$ cat src/hw/rtl/scpc_pkg.sv
// ----------------------------------------------------------------------------
// scpc_pkg
// Shared types, codes and reset values of the three-channel servo pulse
// controller.
// ----------------------------------------------------------------------------
`timescale 1ns / 1ps
`default_nettype none

package scpc_pkg;

  localparam int RX_DEPTH_DEF = 8;
  localparam int NUM_CH       = 3;

  localparam int CFG_ADDR_W = 3;
  localparam int CFG_DATA_W = 12;
  localparam int TDATA_IN_W  = 16;
  localparam int TDATA_OUT_W = 16;
  localparam int TUSER_IN_W  = 3;

  localparam logic [CFG_ADDR_W-1:0] CFG_CMD_MIN  = 3'd0;
  localparam logic [CFG_ADDR_W-1:0] CFG_CMD_MAX  = 3'd1;
  localparam logic [CFG_ADDR_W-1:0] CFG_CMD_STOP = 3'd2;
  localparam logic [CFG_ADDR_W-1:0] CFG_PERIOD   = 3'd3;
  localparam logic [CFG_ADDR_W-1:0] CFG_WDOG     = 3'd4;
  localparam logic [CFG_ADDR_W-1:0] CFG_VERSION  = 3'd5;
  localparam logic [CFG_ADDR_W-1:0] CFG_INIT     = 3'd6;

  localparam logic [7:0]  RST_CMD_MIN  = 8'd110;
  localparam logic [7:0]  RST_CMD_MAX  = 8'd190;
  localparam logic [7:0]  RST_CMD_STOP = 8'd150;
  localparam logic [11:0] RST_PERIOD   = 12'd2000;
  localparam logic [3:0]  RST_WDOG     = 4'd3;
  localparam logic [7:0]  RST_VERSION  = 8'h03;
  localparam logic        RST_INIT     = 1'b1;

  localparam logic [7:0] ADDR_VERSION = 8'hC0;
  localparam logic [7:0] ADDR_INIT    = 8'hC1;

  typedef enum logic [2:0] {
    MODE_PULSE  = 3'd0,
    MODE_SECOND = 3'd1,
    MODE_START  = 3'd2,
    MODE_WRITE  = 3'd3,
    MODE_STOP   = 3'd4,
    MODE_READ   = 3'd5
  } mode_e;

  typedef enum logic [1:0] {
    ST_IDLE   = 2'd0,
    ST_COMMIT = 2'd1,
    ST_DRAIN  = 2'd2,
    ST_EMIT   = 2'd3
  } ctrl_state_e;

  typedef struct packed {
    logic exec;
    logic cm_read;
    logic cm_done;
    logic emit;
  } dp_cmd_t;

  typedef struct packed {
    logic commit_ok;
    logic cm_last;
    logic sk_full;
  } dp_sts_t;

endpackage : scpc_pkg

`default_nettype wire

$ cat src/hw/rtl/scpc_ctrl.sv
// ----------------------------------------------------------------------------
// scpc_ctrl
// Sequencer: accepts one transaction, walks the commit of buffered bytes on
// a stop, then hands the result to the output buffer.
// ----------------------------------------------------------------------------
`timescale 1ns / 1ps
`default_nettype none

module scpc_ctrl
  import scpc_pkg::*;
(
  input  wire logic                  clk_i,
  input  wire logic                  rst_ni,
  input  wire logic                  s_tvalid_i,
  input  wire logic [TUSER_IN_W-1:0] mode_i,
  input  wire dp_sts_t               sts_i,
  output logic                       s_tready_o,
  output dp_cmd_t                    cmd_o
);

  ctrl_state_e state_q, state_d;
  logic        accept;

  assign accept = s_tvalid_i && s_tready_o;

  always_ff @(posedge clk_i or negedge rst_ni) begin
    if (!rst_ni) begin
      state_q <= ST_IDLE;
    end else begin
      state_q <= state_d;
    end
  end

  always_comb begin
    state_d = state_q;
    unique case (state_q)
      ST_IDLE: begin
        if (accept) begin
          if (mode_i == MODE_STOP && sts_i.commit_ok) begin
            state_d = ST_COMMIT;
          end else begin
            state_d = ST_EMIT;
          end
        end
      end
      ST_COMMIT: begin
        if (sts_i.cm_last) begin
          state_d = ST_DRAIN;
        end
      end
      ST_DRAIN: state_d = ST_EMIT;
      ST_EMIT:  state_d = ST_IDLE;
      default:  state_d = ST_IDLE;
    endcase
  end

  always_comb begin
    s_tready_o    = (state_q == ST_IDLE) && !sts_i.sk_full;
    cmd_o.exec    = accept;
    cmd_o.cm_read = (state_q == ST_COMMIT);
    cmd_o.cm_done = (state_q == ST_DRAIN);
    cmd_o.emit    = (state_q == ST_EMIT);
  end

endmodule : scpc_ctrl

`default_nettype wire

$ cat src/hw/rtl/scpc_dp.sv
// ----------------------------------------------------------------------------
// scpc_dp
// Datapath: configuration registers, period and width counters, watchdog,
// receive buffer with commit, read-back and the output buffer.
// ----------------------------------------------------------------------------
`timescale 1ns / 1ps
`default_nettype none

module scpc_dp
  import scpc_pkg::*;
#(
  parameter int RxDepth = RX_DEPTH_DEF
) (
  input  wire logic                   clk_i,
  input  wire logic                   rst_ni,
  input  wire logic                   cfg_we_i,
  input  wire logic [CFG_ADDR_W-1:0]  cfg_addr_i,
  input  wire logic [CFG_DATA_W-1:0]  cfg_data_i,
  input  wire logic [TUSER_IN_W-1:0]  in_mode_i,
  input  wire logic [7:0]             in_data_i,
  input  wire logic                   in_first_i,
  input  wire dp_cmd_t                cmd_i,
  output dp_sts_t                     sts_o,
  input  wire logic                   m_tready_i,
  output logic                        m_tvalid_o,
  output logic [TDATA_OUT_W-1:0]      m_tdata_o
);

  localparam int CntW = $clog2(RxDepth + 1);
  localparam int IdxW = $clog2(RxDepth);
  localparam int ResW = 12;

  logic [7:0]  min_q, max_q, stop_q, ver_q;
  logic [11:0] per_q;
  logic [3:0]  wdr_q;
  logic        init_q;

  logic [11:0]     pc_q, pc_d;
  logic [7:0]      wc_q [NUM_CH];
  logic [7:0]      wc_d [NUM_CH];
  logic [7:0]      chc_q [NUM_CH];
  logic [7:0]      chc_d [NUM_CH];
  logic [NUM_CH-1:0] lines_q, lines_d;
  logic [3:0]      wd_q, wd_d;
  logic [CntW-1:0] cnt_q, cnt_d;
  logic [7:0]      tc_q, tc_d;
  logic [IdxW-1:0] k_q, k_d;
  logic            pend_q, pend_d;
  logic [7:0]      idx_q, idx_d;
  logic [7:0]      b0_q, b0_d;
  logic [7:0]      rd_q, rd_d;

  logic [7:0]      mem [RxDepth];
  logic [7:0]      mem_rd_q;
  logic            wr_ok;

  logic            out_v_q, out_v_d, sk_v_q, sk_v_d;
  logic [ResW-1:0] out_q, out_d, sk_q, sk_d;
  logic [ResW-1:0] res;
  logic            led;
  logic            pop;

  // configuration
  always_ff @(posedge clk_i or negedge rst_ni) begin
    if (!rst_ni) begin
      min_q  <= RST_CMD_MIN;
      max_q  <= RST_CMD_MAX;
      stop_q <= RST_CMD_STOP;
      per_q  <= RST_PERIOD;
      wdr_q  <= RST_WDOG;
      ver_q  <= RST_VERSION;
      init_q <= RST_INIT;
    end else if (cfg_we_i) begin
      case (cfg_addr_i)
        CFG_CMD_MIN:  min_q  <= cfg_data_i[7:0];
        CFG_CMD_MAX:  max_q  <= cfg_data_i[7:0];
        CFG_CMD_STOP: stop_q <= cfg_data_i[7:0];
        CFG_PERIOD:   per_q  <= cfg_data_i[11:0];
        CFG_WDOG:     wdr_q  <= cfg_data_i[3:0];
        CFG_VERSION:  ver_q  <= cfg_data_i[7:0];
        CFG_INIT:     init_q <= cfg_data_i[0];
        default: ;
      endcase
    end
  end

  assign wr_ok = cmd_i.exec && (in_mode_i == MODE_WRITE) && (cnt_q < CntW'(RxDepth));

  // receive buffer
  always_ff @(posedge clk_i) begin
    if (wr_ok) begin
      mem[cnt_q[IdxW-1:0]] <= in_data_i;
    end
    if (cmd_i.cm_read) begin
      mem_rd_q <= mem[k_q];
    end
  end

  always_comb begin
    logic [7:0] tc_eff;
    logic [7:0] addr;
    pc_d    = pc_q;
    wc_d    = wc_q;
    chc_d   = chc_q;
    lines_d = lines_q;
    wd_d    = wd_q;
    cnt_d   = cnt_q;
    tc_d    = tc_q;
    k_d     = k_q;
    pend_d  = 1'b0;
    idx_d   = idx_q;
    b0_d    = b0_q;
    rd_d    = rd_q;
    tc_eff  = tc_q;
    addr    = b0_q + tc_q;

    if (cmd_i.exec) begin
      rd_d = 8'd0;
      k_d  = IdxW'(1);
      case (in_mode_i)
        MODE_PULSE: begin
          if (pc_q == 12'd0) begin
            lines_d = '1;
            pc_d    = per_q;
            for (int c = 0; c < NUM_CH; c++) begin
              wc_d[c] = chc_q[c];
            end
          end else begin
            pc_d = pc_q - 12'd1;
            for (int c = 0; c < NUM_CH; c++) begin
              if (wc_q[c] == 8'd0) begin
                lines_d[c] = 1'b0;
              end else begin
                wc_d[c] = wc_q[c] - 8'd1;
              end
            end
          end
        end
        MODE_SECOND: begin
          if (wd_q != 4'd0) begin
            wd_d = wd_q - 4'd1;
          end else begin
            for (int c = 0; c < NUM_CH; c++) begin
              chc_d[c] = stop_q;
            end
            wd_d = wdr_q;
          end
        end
        MODE_START: cnt_d = '0;
        MODE_WRITE: begin
          if (wr_ok) begin
            if (cnt_q == '0) begin
              b0_d = in_data_i;
            end
            cnt_d = cnt_q + CntW'(1);
          end
        end
        MODE_READ: begin
          if (in_first_i) begin
            tc_eff = 8'd0;
          end
          addr = b0_q + tc_eff;
          priority if (addr == ADDR_VERSION) begin
            rd_d = ver_q;
          end else if (addr == ADDR_INIT) begin
            rd_d = {7'd0, init_q};
          end else begin
            rd_d = 8'd0;
          end
          tc_d = tc_eff + 8'd1;
        end
        default: ;
      endcase
    end

    if (cmd_i.cm_read) begin
      pend_d = 1'b1;
      idx_d  = b0_q + 8'(k_q) - 8'd1;
      k_d    = k_q + IdxW'(1);
    end

    if (pend_q && (idx_q < 8'(NUM_CH))) begin
      chc_d[idx_q[1:0]] = (mem_rd_q >= min_q && mem_rd_q <= max_q) ? mem_rd_q : stop_q;
    end

    if (cmd_i.cm_done) begin
      wd_d  = wdr_q;
      cnt_d = '0;
    end
  end

  always_ff @(posedge clk_i or negedge rst_ni) begin
    if (!rst_ni) begin
      pc_q    <= RST_PERIOD;
      for (int c = 0; c < NUM_CH; c++) begin
        wc_q[c]  <= 8'd0;
        chc_q[c] <= RST_CMD_STOP;
      end
      lines_q <= '0;
      wd_q    <= RST_WDOG;
      cnt_q   <= '0;
      tc_q    <= 8'd0;
      k_q     <= '0;
      pend_q  <= 1'b0;
    end else begin
      pc_q    <= pc_d;
      wc_q    <= wc_d;
      chc_q   <= chc_d;
      lines_q <= lines_d;
      wd_q    <= wd_d;
      cnt_q   <= cnt_d;
      tc_q    <= tc_d;
      k_q     <= k_d;
      pend_q  <= pend_d;
    end
  end

  always_ff @(posedge clk_i) begin
    idx_q <= idx_d;
    b0_q  <= b0_d;
    rd_q  <= rd_d;
  end

  // output buffer: result slot plus one skid entry
  always_comb begin
    led = 1'b0;
    for (int c = 0; c < NUM_CH; c++) begin
      led = led | (chc_q[c] != stop_q);
    end
  end

  assign res = {rd_q, led, lines_q};
  assign pop = out_v_q && m_tready_i;

  always_comb begin
    out_v_d = out_v_q;
    out_d   = out_q;
    sk_v_d  = sk_v_q;
    sk_d    = sk_q;
    if (pop) begin
      if (sk_v_q) begin
        out_d  = sk_q;
        sk_v_d = cmd_i.emit;
        sk_d   = res;
      end else begin
        out_v_d = cmd_i.emit;
        out_d   = res;
      end
    end else if (cmd_i.emit) begin
      if (!out_v_q) begin
        out_v_d = 1'b1;
        out_d   = res;
      end else begin
        sk_v_d = 1'b1;
        sk_d   = res;
      end
    end
  end

  always_ff @(posedge clk_i or negedge rst_ni) begin
    if (!rst_ni) begin
      out_v_q <= 1'b0;
      sk_v_q  <= 1'b0;
    end else begin
      out_v_q <= out_v_d;
      sk_v_q  <= sk_v_d;
    end
  end

  always_ff @(posedge clk_i) begin
    out_q <= out_d;
    sk_q  <= sk_d;
  end

  assign m_tvalid_o = out_v_q;
  assign m_tdata_o  = {(TDATA_OUT_W - ResW)'(0), out_q};

  assign sts_o.commit_ok = (cnt_q > CntW'(1));
  assign sts_o.cm_last   = ((CntW'(k_q) + CntW'(1)) == cnt_q);
  assign sts_o.sk_full   = sk_v_q;

endmodule : scpc_dp

`default_nettype wire

$ cat src/hw/rtl/three_channel_servo_pwm_controller.sv
// ----------------------------------------------------------------------------
// three_channel_servo_pwm_controller
// Three servo pulse outputs driven by tick, bus write/stop and read
// transactions, with min/max command check and a seconds watchdog.
// ----------------------------------------------------------------------------
// Sequence: a result passes the sequencer's EMIT state and is registered in
//   the output buffer; a stop that commits buffered bytes first walks the
//   COMMIT and DRAIN states; commit reads one byte per cycle from the
//   receive buffer port. Flow: one transaction at a time; a result may wait
//   in the output buffer while the next runs.
// Reset: rst_ni clears all control and loads the default register values.
`timescale 1ns / 1ps
`default_nettype none

module three_channel_servo_pwm_controller
  import scpc_pkg::*;
#(
  parameter int RX_DEPTH = RX_DEPTH_DEF
) (
  input  wire logic                   clk_i,
  input  wire logic                   rst_ni,
  input  wire logic                   cfg_we_i,
  input  wire logic [CFG_ADDR_W-1:0]  cfg_addr_i,
  input  wire logic [CFG_DATA_W-1:0]  cfg_data_i,
  input  wire logic                   s_axis_tvalid_i,
  output logic                        s_axis_tready_o,
  input  wire logic [TDATA_IN_W-1:0]  s_axis_tdata_i,  // data_byte[7:0], read_first[8]
  input  wire logic [TUSER_IN_W-1:0]  s_axis_tuser_i,  // mode[2:0]
  output logic                        m_axis_tvalid_o,
  input  wire logic                   m_axis_tready_i,
  output logic [TDATA_OUT_W-1:0]      m_axis_tdata_o   // pulse_lines[2:0], led_on[3],
                                                       // read_data[11:4]
);

  dp_cmd_t cmd;
  dp_sts_t sts;

  scpc_ctrl u_ctrl (
    .clk_i      (clk_i),
    .rst_ni     (rst_ni),
    .s_tvalid_i (s_axis_tvalid_i),
    .mode_i     (s_axis_tuser_i),
    .sts_i      (sts),
    .s_tready_o (s_axis_tready_o),
    .cmd_o      (cmd)
  );

  scpc_dp #(
    .RxDepth (RX_DEPTH)
  ) u_dp (
    .clk_i      (clk_i),
    .rst_ni     (rst_ni),
    .cfg_we_i   (cfg_we_i),
    .cfg_addr_i (cfg_addr_i),
    .cfg_data_i (cfg_data_i),
    .in_mode_i  (s_axis_tuser_i),
    .in_data_i  (s_axis_tdata_i[7:0]),
    .in_first_i (s_axis_tdata_i[8]),
    .cmd_i      (cmd),
    .sts_o      (sts),
    .m_tready_i (m_axis_tready_i),
    .m_tvalid_o (m_axis_tvalid_o),
    .m_tdata_o  (m_axis_tdata_o)
  );

endmodule : three_channel_servo_pwm_controller

`default_nettype wire

$ cat config.mk
export PLATFORM = sky130hd
export DESIGN_NAME = three_channel_servo_pwm_controller
export DESIGN_NICKNAME = d
export VERILOG_FILES = /design/src/hw/rtl/scpc_pkg.sv /design/src/hw/rtl/scpc_ctrl.sv /design/src/hw/rtl/scpc_dp.sv /design/src/hw/rtl/three_channel_servo_pwm_controller.sv
export SDC_FILE = /design/constraint.sdc
export NUM_CORES = 1
export LEC_CHECK = 0
export BUFFER_PORTS_ARGS = -buffer_cell sky130_fd_sc_hd__buf_2
export CORE_ASPECT_RATIO = 1.5
export CORE_MARGIN = 3
export CORE_UTILIZATION = 55
export DETAILED_ROUTE_END_ITERATION = 16
export HOLD_SLACK_MARGIN = 0.06
export PLACE_DENSITY = 0.73
export SLEW_MARGIN = 40
export SYNTH_ARGS = -nofsm -noshare
export SYNTH_HDL_FRONTEND = slang
export SYNTH_HIERARCHICAL = 1
export SYNTH_SLANG_ARGS = --single-unit
$ cat constraint.sdc
create_clock -name clk_i -period 4.3 [get_ports clk_i]
set_clock_uncertainty 0.2 [all_clocks]
set_input_delay 0.86 -clock clk_i [delete_from_list [all_inputs] [get_ports clk_i]]
set_output_delay 0.86 -clock clk_i [all_outputs]
set_load 0.005 [all_outputs]
---- Word level (Yosys, flattened, before mapping) ----
Memories as Yosys holds them, arrays and structs flattened. A register that Yosys moved wholly into a read port is not among the register bits.
Cells that the tools add are included.
operators by class
  reduce and logical (&&, ||, !) cells .... 51
  bitwise operators ....................... 3
  $add $sub $neg .......................... 12
  multiplexer cells ....................... 54
  eq/ne operators ......................... 29
  $lt $le $gt $ge ......................... 7
operators by type and width
  operator                 count
  $mux W24                 5
  $mux W12                 9
  $mux W8                  9
  $sub A8 B1 Y8 const B    4
  $mux W4                  7
  $reduce_and A2 Y1        14
  $bwmux W24               1
  $logic_not A8 Y1         3
  $ne A8 B8 Y1             3
  $reduce_and A3 Y1        8
  $demux W8 S2             1
  $eq A8 B8 Y1 const B     2
  $reduce_bool A2 Y1       8
  $eq A3 B3 Y1 const B     5
  $mux W1                  14
  $eq A3 B2 Y1 const B     4
  $logic_not A12 Y1        1
  $ne A2 B1 Y1 const B     6
  $sub A12 B1 Y12 const B  1
  $logic_and A1 B1 Y1      9
  $mux W3                  3
  $add A8 B1 Y8 const B    1
  $add A8 B3 Y8            1
  $add A8 B8 Y8            1
  other kinds (29)         36
storage, ports and cells
  bits of input ports ..................... 39
  memory bits (writable) .................. 64
  output and inout port bits .............. 18
  word-level logic and storage cells ...... 187
  bits in registers ....................... 184
  memories ................................ 1
memories
  name      words  bits a word  read ports  clocked after Yosys merged registers in  write ports  line           RTL
  u_dp.mem  8      8            1           1                                        1            scpc_dp.sv:53  logic [7:0] mem [RxDepth];

---- Longest topological paths before layout ----
Gate-level depths: netlist (run 1).
  word-level depth ........................ 9
  mapped depth ............................ 14
  mapped depth without buffers ............ 12

---- Cells and area by module ----
Netlist (run 1), hierarchy kept.
by module, submodules not included
  module     instances  cells an instance  area each (um^2)  seq. area each (um^2)
  scpc_dp    1          1070               12518.3           7014.2
  scpc_ctrl  1          21                 226.5             50.0

---- Least setup slack after synthesis (run 1) ----
No wires, ideal clock.
  path type ............................... in2reg
  from .................................... in s_axis_tdata_i[8]
  to ...................................... reg u_dp.rd_q[0] (data pin)
  setup time .............................. 0.280 ns
  stages on the path ...................... 10
  data arrival time ....................... 2.863 ns
  setup slack ............................. 0.956 ns
  path through ............................ buf_2 -> clkbuf_1 -> nor2b_1 -> ha_1 -> nand2b_1 -> or4_1 -> o311ai_1 -> a2111oi_2 -> o22ai_2 -> nor4b_2
on the way
  cells in the longest elaborated chain, start to end .. 7
  elaborated cells between the ends (all ways) .. 8
  those cells by class .................... 1 x add/sub; 2 x eq/ne; 5 x mux
ends and longest elaborated chain
  what                  line                                      RTL
  from (decl)           three_channel_servo_pwm_controller.sv:27  input wire logic [TDATA_IN_W-1:0] s_axis_tdata_i,
  $mux W8 *             scpc_dp.sv:159                            if (in_first_i) begin
  $mux W8 *             scpc_dp.sv:120                            case (in_mode_i)
  $mux W8 *             scpc_dp.sv:117                            if (cmd_i.exec) begin
  $add A8 B8 Y8 *       scpc_dp.sv:162                            addr = b0_q + tc_eff;
  $eq A8 B8 Y1          scpc_dp.sv:165                            end else if (addr == ADDR_INIT) begin
  $mux W1               scpc_dp.sv:165
  $mux W8 *             scpc_dp.sv:163                            priority if (addr == ADDR_VERSION) begin
  to (signal assigned)  scpc_dp.sv:221                            rd_q <= rd_d;
  to (decl)             scpc_dp.sv:51                             logic [7:0] rd_q, rd_d;
Every way passes the cells marked *; elsewhere a longest branch is shown, timed or not. The select of a mux whose other input is x is not followed.
A chain may end at the register's enable or synchronous reset.

==> impl_results.md, run 1 <==
* CP Capture Type: flip-flop
* Final cycle utilization of the critical path at 75.1%
* Number of setup violations in the final report at 0
* Mapped Cells at 1,091
* Layout cells sized above 1 at 21.4%
* Ys async rst share at 53.1%
* IO Pins at 57
* Layout Utilization at 62.6%
* Die footprint at 25,100 µm²
* Number of remaining DRC errors at 0
* Crit path DAT at 3490 ps
* Root buffer selected by CTS: clkbuf_16
* H-Tree Depth at 1
* GRT Overall Usage at 23.1%
* Initial antenna violation count at 0
* Pins Over Slew Limit at 0
* P_int at 5.69 mW
* Share of power burned in registers at 43.1%
* Net Sw Power at 2.70 mW
* Reg-to-Reg End: u_dp/chc_q[1]$_DFF_PN1_
* Slowest CP cell: a31oi_2
* Yosys top cell area share at 28.3%
* Clk sinks at 256
* CP Class: flip-flop to flip-flop
* Max VDD drop at 0.407 mV
* Fmax at 310 MHz
* Synth top area cells: edfxtp_1, dfrtp_1, dfstp_2, ha_1, mux2_2
* Final Wtd Congestion at 0.896
* CTS max path bufs at 3
* Clock buffer count from CTS at 26
* Critical Path, Cell by Cell: inv_1, ha_1, and2b_2, and2_1, nand2b_1, nor3b_2, and2_1, nor2_1, a31oi_2, a221o_1
* RR Startpoint: u_ctrl/state_q[0]$_DFFE_PN0P_
* Initial core utilization at 56.5%
* Yosys reg bits at 256
* First-pass GRT wire length at 45,800 µm
* Die Span X at 130 µm
* Post-synthesis cell type count at 88
* Post-CTS setup buffers at 0
* Final setup margin at 1070 ps
* Area grow syn2layout at 10.8%
* Clk Latency, worst-skew pair at 530 ps
* Crit-path most repeated cell: and2_1
* Sw Ratio at 32.2%
* Clock power share at 28.1%
* Most numerous cell in the Yosys netlist: edfxtp_1
* Fin. Hold Viols at 0
* Num rows at 67
* PostCTS Resize Cnt at 0
* Status: finished, final reports clean
* Via Count at 8,774
* Post-Syn Area at 12,700 µm²
* Minimum clock period at 3230 ps
* Ant diodes at 0
* Placed Area at 13,200 µm²
* Vias/cell at 6.15
* Nets@finish at 1,217
* GRT overflow at 0
* FF-to-FF setup slack at 1070 ps
* Synthesis warning total at 6
* # hold bufs at CTS at 0
* CP startpoint kind: flip-flop
* Sequential fraction of the synthesis area at 55.4%
* Largest net degree at the start of global routing at 75
* Max-cap violations at 0
* Number of synthesized flops with an enable pin at 120
* WP data required at 4560 ps
* Finished Cell Area at 14,100 µm²
* Core Region at 22,600 µm²
* Setup TNS at 0 ps
* Worst-Margin Slew at 788 ps
* Routed len/inst at 19.6 µm
* HP Class: input port to async pin
* Pre-CTS setup slack at 631 ps
* Slew headroom at 47.2%
* Combinational Power Share at 28.8%
* Largest area contributor in the netlist: edfxtp_1
* TritonCTS clock tree: done
* Clock-pin slew on the worst setup and hold paths at 60 ps
* RSZ-0062 raised after global routing: false
* Top post-synthesis cells by count: edfxtp_1, nand2_1, dfrtp_1, o21ai_0
* IO buf count at 45
* Max incr delay on CP at 480 ps
* Pwr Density at 594 nW/µm²
* CP Max Fanout at 11
* Die Ht at 192 µm
* Vias in the first global route at 8,934
* Hpwl dp at 19,600 µm
* Most used DFF post-synth: edfxtp_1
* R2R depth at 10
* Mapped Avg Cell Area at 11.7 µm²
* First-pass detailed-route iteration total at 5
* Leakage at 5.60 nW
* First-iteration detailed-routing DRC count at 468
* Post-Route WL at 28,000 µm
* Routed Antenna Nets at 0
-- final cells by class --
type	instances	area [µm²]
inverters	59	221
well taps	276	345
repair buffers	58	342
clock inverters	14	196
multi-input cells	730	5240
flip-flops and latches	256	7060
fillers	1767	8440
clock buffers	34	702
-- worst max-delay path: cells and delay by family, from the launching register on --
family	cells	cell delay, ps
simple gates	6	1470
fa+ha+maj	1	230
flops	1	400
compound gates	2	710
buf+inv	1	130
-- cells in the final DEF, fill, tap and decap left out, types with 15 or more instances in the layout --
cell,netlist,routed
clkbuf_16,0,27
nor3_1,47,46
o21ai_0,70,70
buf_2,12,44
a21oi_1,62,62
inv_1,58,58
a221o_1,15,15
nand3_1,20,20
edfxtp_1,120,120
dfrtp_1,90,90
mux2_2,48,48
mux4_2,16,16
nand2_1,94,94
nor2_1,62,58
dfstp_2,46,46
ha_1,46,46
-- flip-flops by register name, indices dropped and copies added, names as in the netlist, 8 cells and up --
signal         count
u_dp/min_q         8
u_dp/sk_q         12
u_dp/mem          64
u_dp/per_q        12
u_dp/idx_q         8
u_dp/b0_q          8
u_dp/mem_rd_q      8
u_dp/rd_q          8
u_dp/out_q        12
u_dp/ver_q         8
u_dp/tc_q          8
u_dp/max_q         8
u_dp/pc_q         12
u_dp/chc_q        24
u_dp/stop_q        8
u_dp/wc_q         24
-- power by group through the flow --
stage	Combinational [mW]	Sequential [mW]	Clock, mW
6_report	2.42	3.61	2.36
5_1_grt	2.73	3.67	2.51
4_1_cts	2.43	3.61	2.41
3_5_place_dp	2.41	3.65	0
3_3_place_gp	2.32	3.62	0
2_1_floorplan	1.87	3.48	0
-- kinds of logic (layout without fill, tap and decap cells) --
| logic type | after synthesis | in the layout | share of synthesized area (%) |
|---|---|---|---|
| and+or+nand+nor | 339 | 339 | 14.0 |
| AOI/OAI and AO/OA | 248 | 248 | 13.0 |
| other | 1 | 4 | 0.0294 |
| muxes | 71 | 71 | 7.66 |
| buffers and inverters | 108 | 165 | 3.76 |
| DFF | 256 | 256 | 55.4 |
| adders and majority gates | 48 | 48 | 4.75 |
| xor gates and xnor gates | 20 | 20 | 1.37 |
-- worst max path at each step --
| stage | startpoint | end | slack [ps] |
|---|---|---|---|
| 6_report | u_ctrl/state_q[0]$_DFFE_PN0P_ | u_dp/chc_q[1]$_DFF_PN1_ | 1070 |
| 3_3_place_gp | s_axis_tdata_i[8] | u_dp/rd_q[5]$_SDFFCE_PN0P_ | 710 |
| 3_5_place_dp | s_axis_tdata_i[8] | u_dp/rd_q[3]$_SDFFCE_PN0P_ | 630 |
| 4_1_cts | u_ctrl/state_q[0]$_DFFE_PN0P_ | u_dp/chc_q[5]$_DFF_PN0_ | 880 |
| 5_1_grt | u_ctrl/state_q[0]$_DFFE_PN0P_ | u_dp/chc_q[6]$_DFF_PN0_ | 800 |
| 2_1_floorplan | s_axis_tdata_i[8] | u_dp/rd_q[0]$_SDFFCE_PN0P_ | 960 |
-- per-stage QoR --
stage	total power, mW	hold WS (ps)	std cells
CTS	8.45	187	1427
detailed placement	6.05	238	1379
finish	8.39	154	1427
global route	8.91	208	1427
floorplan	5.36	220	1094
global placement	5.94	238	1379
-- routing by layer --
metal  GRT usage (%)  vias up  share of wire [%]
li1                -     4133                  -
met1            27.4     4331                 38
met2            41.1      239                 53
met3            2.52       71                4.1
met4            11.4        0                4.8
met5               0        -                  0
No activity file was read; power rests on OpenSTA's default activity.
==> run 2, diff against run 1 <==
--- a/config.mk
+++ b/config.mk
@@ -11,7 +11,7 @@
 export CORE_UTILIZATION = 55
 export DETAILED_ROUTE_END_ITERATION = 16
 export HOLD_SLACK_MARGIN = 0.06
-export PLACE_DENSITY = 0.73
+export PLACE_DENSITY = 0.76
 export SLEW_MARGIN = 40
 export SYNTH_ARGS = -nofsm -noshare
 export SYNTH_HDL_FRONTEND = slang
==> constraint.sdc (replaced) <==
create_clock -name clk_i -period 2.6 [get_ports clk_i]
set_clock_uncertainty 0.2 [all_clocks]
set_input_delay 0.52 -clock clk_i [delete_from_list [all_inputs] [get_ports clk_i]]
set_output_delay 0.52 -clock clk_i [all_outputs]
set_load 0.005 [all_outputs]
==> impl_results.md, run 2 (synthesis results as in run 1) <==
* Commonest non-fill, non-tap cells in the layout: edfxtp_1, nand2_1, dfrtp_1
* Routed len/inst at 19.3 µm
* Worst-Margin Slew at 756 ps
* P_int at 9.60 mW
* Fmax at 390 MHz
* Largest net degree at the start of global routing at 50
* Combinational Power Share at 32.6%
* Max incr delay on CP at 530 ps
* Vias in the first global route at 9,354
* Crit path DAT at 2750 ps
* Top delay family on crit path: compound AO/OA/AOI/OAI gates
* Layout cells sized above 1 at 28.7%
* Max-cap violations at 0
* Final setup margin at 38.2 ps
* IO Pins at 57
* Hpwl dp at 20,700 µm
* CTS max path bufs at 3
* Number of setup violations in the final report at 0
* Root buffer selected by CTS: clkbuf_16
* Slew headroom at 49.2%
* Placed Area at 13,800 µm²
* CP startpoint kind: flip-flop
* Post-Route WL at 29,200 µm
* Core Region at 22,600 µm²
* First-pass GRT wire length at 46,700 µm
* Initial core utilization at 56.5%
* GRT Overall Usage at 23.5%
* H-Tree Depth at 1
* Initial antenna violation count at 2
* Via Count at 9,190
* HP Start: m_axis_tready_i
* Net Sw Power at 4.56 mW
* Pins Over Slew Limit at 0
* WP data required at 2790 ps
* Vias/cell at 6.09
* Pre-CTS setup slack at -273 ps
* Leakage at 6.07 nW
* Die Span X at 130 µm
* Crit-path most repeated cell: o21a_1
* Clock power share at 25.9%
* Clk Latency, worst-skew pair at 510 ps
* Max VDD drop at 0.721 mV
* CP Class: flip-flop to flip-flop
* Number of remaining DRC errors at 0
* Nets@finish at 1,300
* Slowest CP cell: dfstp_2
* Largest register FFs at 64
* Minimum clock period at 2560 ps
* Total Power at 14.2 mW
* RR Startpoint: u_dp/max_q[1]$_DFFE_PN1P_
* CP Capture Type: flip-flop
* Area grow syn2layout at 17.4%
* Die Ht at 192 µm
* Clock-pin slew on the worst setup and hold paths at 60 ps
* Final hold slack at 88.5 ps
* Commonest non-fill, non-tap cell in the layout: edfxtp_1
* IO buf count at 45
* Status: finished, final reports clean
* Final Wtd Congestion at 0.912
* Sw Ratio at 32.2%
* HP Class: input port to flip-flop
* Area occupied by multi-input gates at 5480 µm²
* GRT overflow at 0
* Setup TNS at 0 ps
* Share of power burned in registers at 41.5%
* Register Area at 7060 µm²
* First-pass detailed-route iteration total at 6
* CP startpoint: u_dp/max_q[1]$_DFFE_PN1P_
* Routed Antenna Nets at 0
* Final cycle utilization of the critical path at 98.5%
* Buf/Inv on CP at 1
* Clock buffer count from CTS at 25
* Clk sinks at 256
* Total of fill cells in the finished design at 1,626
* Num rows at 67
* Die footprint at 25,100 µm²
* Pwr Density at 947 nW/µm²
* RSZ-0062 raised after global routing: true
* CP Max Fanout at 8
* Finished Cell Area at 15,000 µm²
* Critical Path, Cell by Cell: inv_2, ha_4, nor2b_1, o21a_1, o21a_1, o31ai_4, a31oi_4, a221o_1
* First-iteration detailed-routing DRC count at 766
* TritonCTS clock tree: done
* Fin. Hold Viols at 0
## run 2: cell count changes in the layout (fill, tap and decap cells not counted), sizes merged
| cell | delta |
|---|---|
| clkbuf | -3 |
| dlygate4sd3 | +5 |
| buf | +79 |
| bufinv | -1 |
| diode | +2 |
| clkinv | +1 |
## run 2: repair_timing
action	in CTS	in global routing
hold buffers	5	0
resized for setup	9	28
buffers inserted	0	7
pin swaps	6	11
endpoints found under the setup margin	35	37
hold endpoints to repair	31	0
## run 2: layout make-up
cell class | count | area share [%]
antenna | 2 | 0.0334
sequential | 256 | 47.2
timing repair buffer | 142 | 6.77
clock buffer | 31 | 4.46
inverter | 59 | 1.48
clock inverter | 14 | 1.13
tap | 276 | 2.31
multi-input combinational | 730 | 36.6
## run 2: routing by layer
| metal | track usage [%] | share of wire (%) | vias up |
|---|---|---|---|
| li1 | - | - | 4292 |
| met5 | 0 | 0 | - |
| met3 | 2.52 | 4.0 | 81 |
| met1 | 26.4 | 37 | 4557 |
| met2 | 43.3 | 54 | 260 |
| met4 | 12.0 | 5.2 | 0 |
## run 2: path summary, 6_finish.rpt
check,slack [ps],depth (start not counted),endpoint
hold / removal,90,2,u_dp/sk_v_q$_DFFE_PN0P_
max in group asynchronous,1150,3,u_dp/ver_q[1]$_DFFE_PN1P_
setup reg to reg,40,8,u_dp/chc_q[8]$_DFF_PN0_
hold reg to reg,250,0,u_dp/sk_q[4]$_DFFE_PP_
min in group asynchronous,310,2,u_dp/lines_q[2]$_DFFE_PN0P_
setup / recovery,40,8,u_dp/chc_q[8]$_DFF_PN0_
## run 2: power groups by stage
stage	clock network (mW)	logic [mW]	registers (mW)
after global routing	3.92	5.14	5.95
final	3.67	4.63	5.88
after CTS	3.73	4.56	5.86
after floorplan	0	3.12	5.76
after detailed placement	0	4.47	5.93
after global placement	0	4.31	5.88
## run 2: per-stage QoR
| stage | std cells | util, % |
|---|---|---|
| after floorplan | 1094 | - |
| after global placement | 1451 | 61.3 |
| after detailed placement | 1451 | 61.3 |
| after CTS | 1501 | 65.5 |
| after global routing | 1510 | 66.4 |
| final | 1510 | 66.4 |
==> run 3, diff against run 2 <==
--- a/config.mk
+++ b/config.mk
@@ -9,6 +9,7 @@
 export CORE_ASPECT_RATIO = 1.5
 export CORE_MARGIN = 3
 export CORE_UTILIZATION = 55
+export CTS_BUF_LIST = sky130_fd_sc_hd__clkbuf_2
 export DETAILED_ROUTE_END_ITERATION = 16
 export HOLD_SLACK_MARGIN = 0.06
 export PLACE_DENSITY = 0.76
==> impl_results.md, run 3 (synthesis results as in run 1) <==
* Clock buffer count from CTS at 60
* Routed len/inst at 18.7 µm
* CP startpoint kind: flip-flop
* Routed Antenna Nets at 0
* Commonest non-fill, non-tap cells in the layout: edfxtp_1, nand2_1, buf_4
* Slowest CP cell: dfstp_2
* GRT overflow at 0
* Vias in the first global route at 9,822
* RR Startpoint: u_dp/max_q[1]$_DFFE_PN1P_
* Leakage at 6.30 nW
* Via Count at 9,571
* Pre-CTS setup slack at -273 ps
* R2R depth at 9
* Num rows at 67
* Die Ht at 192 µm
* Initial antenna violation count at 1
* Pwr Density at 873 nW/µm²
* Top delay family on crit path: compound AO/OA/AOI/OAI gates
* CP Class: flip-flop to flip-flop
* Clk sinks at 256
* First-pass GRT wire length at 48,500 µm
* Fin cells at 1,626
* Max-cap violations at 0
* CTS max path bufs at 3
* Vias/cell at 5.89
* Number of setup violations in the final report at 0
* Pins Over Slew Limit at 0
* Area grow syn2layout at 19.4%
* Slew headroom at 50.8%
* Number of remaining DRC errors at 0
* Clock-pin slew on the worst setup and hold paths at 100 ps
* CP Max Fanout at 8
* Fin. Hold Viols at 0
* Largest net degree at the start of global routing at 49
* Fmax at 388 MHz
* Placed insts at 1,451
* Crit-path most repeated cell: o21a_1
* Final setup margin at 24.6 ps
* Die Span X at 130 µm
* Reg-to-Reg End: u_dp/chc_q[13]$_DFF_PN0_
* IO buf count at 45
* GRT Overall Usage at 24.5%
* H-Tree Depth at 2
* First-pass detailed-route iteration total at 5
* Max VDD drop at 0.535 mV
* CP Capture Type: flip-flop
* Initial core utilization at 56.5%
* Minimum clock period at 2580 ps
* Nets@finish at 1,383
* FF-to-FF setup slack at 20 ps
* Root buffer selected by CTS: clkbuf_2
* IO Pins at 57
* Final Wtd Congestion at 0.912
* Max incr delay on CP at 530 ps
* Worst-Margin Slew at 735 ps
* TritonCTS clock tree: done
* WP data required at 3150 ps
* Commonest non-fill, non-tap cell in the layout: edfxtp_1
* HP Class: input port to async pin
* Crit path DAT at 3130 ps
* Hpwl dp at 20,700 µm
* Setup TNS at 0 ps
* Layout cells sized above 1 at 31.8%
* Buf/Inv on CP at 2
* Core Region at 22,600 µm²
* Final hold slack at 152 ps
* Post-Route WL at 30,300 µm
* Die footprint at 25,100 µm²
* Critical Path, Cell by Cell: inv_1, ha_4, nor2b_1, o21a_1, o21a_1, o31ai_4, buf_4, a31oi_4, a221o_1
* Layout Utilization at 67.5%
* RSZ-0062 raised after global routing: true
* First-iteration detailed-routing DRC count at 664
* Largest register FFs at 64
* Clk Latency, worst-skew pair at 870 ps
* Status: finished, final reports clean
* Final cycle utilization of the critical path at 99.1%
[run 3: cell count changes in the layout (fill, tap and decap cells not counted), sizes merged]
| cell | delta |
|---|---|
| buf | +7 |
| clkinv | +17 |
| clkbuf | +57 |
| bufinv | -3 |
| clkinvlp | -2 |
| dlygate4sd3 | +41 |
| diode | -1 |
[run 3: metrics by stage]
step	area (µm²)	power, mW
4_1_cts	14900	13.1
3_5_place_dp	13800	10.4
5_1_grt	15200	14.2
2_1_floorplan	12900	8.89
6_report	15200	13.3
3_3_place_gp	13800	10.2
[run 3: worst max path at each step]
stage / slack [ps] / cells past startpoint / startpoint / endpoint
floorplan: -190 / 14 / u_dp/k_q[1]$_DFFE_PN0P_ / u_dp/idx_q[7]$_DFFE_PP_
global placement: -210 / 10 / s_axis_tdata_i[8] / u_dp/rd_q[5]$_SDFFCE_PN0P_
detailed placement: -270 / 10 / s_axis_tdata_i[8] / u_dp/rd_q[7]$_SDFFCE_PN0P_
CTS: 10 / 10 / u_dp/tc_q[1]$_DFFE_PN0P_ / u_dp/rd_q[7]$_SDFFCE_PN0P_
global route: -30 / 10 / u_dp/tc_q[0]$_DFFE_PN0P_ / u_dp/rd_q[6]$_SDFFCE_PN0P_
finish: 20 / 9 / u_dp/max_q[1]$_DFFE_PN1P_ / u_dp/chc_q[13]$_DFF_PN0_
[run 3: what timing repair did]
item	4_1_cts	5_1_grt
gates resized for setup	7	41
hold buffers	47	0
pin swaps	1	16
setup buffers	0	13
endpoints found under the setup margin	27	100
hold endpoints to repair	274	0
[run 3: area by class of cell]
class,count,area (µm²)
Antenna cell,1,2.50
Inverter,59,224
Tap cell,276,345
Clock buffer,88,440
Sequential cell,256,7060
Multi-Input combinational cell,730,5510
Clock inverter,26,136
Timing Repair Buffer,190,1490
Fill cell,1641,7340
[run 3: where the power goes]
group | total [mW] | internal [mW] | switching, mW
Sequential | 5.86 | 5.26 | 0.602
Combinational | 4.83 | 2.25 | 2.59
Clock | 2.60 | 1.03 | 1.57
[run 3: per-layer routing]
metal	global-route usage, %	share of wire [%]	vias up
met2	45.0	54	305
met5	0	0	-
li1	-	-	4502
met4	13.5	5.7	0
met1	26.4	37	4660
met3	3.71	4.1	104
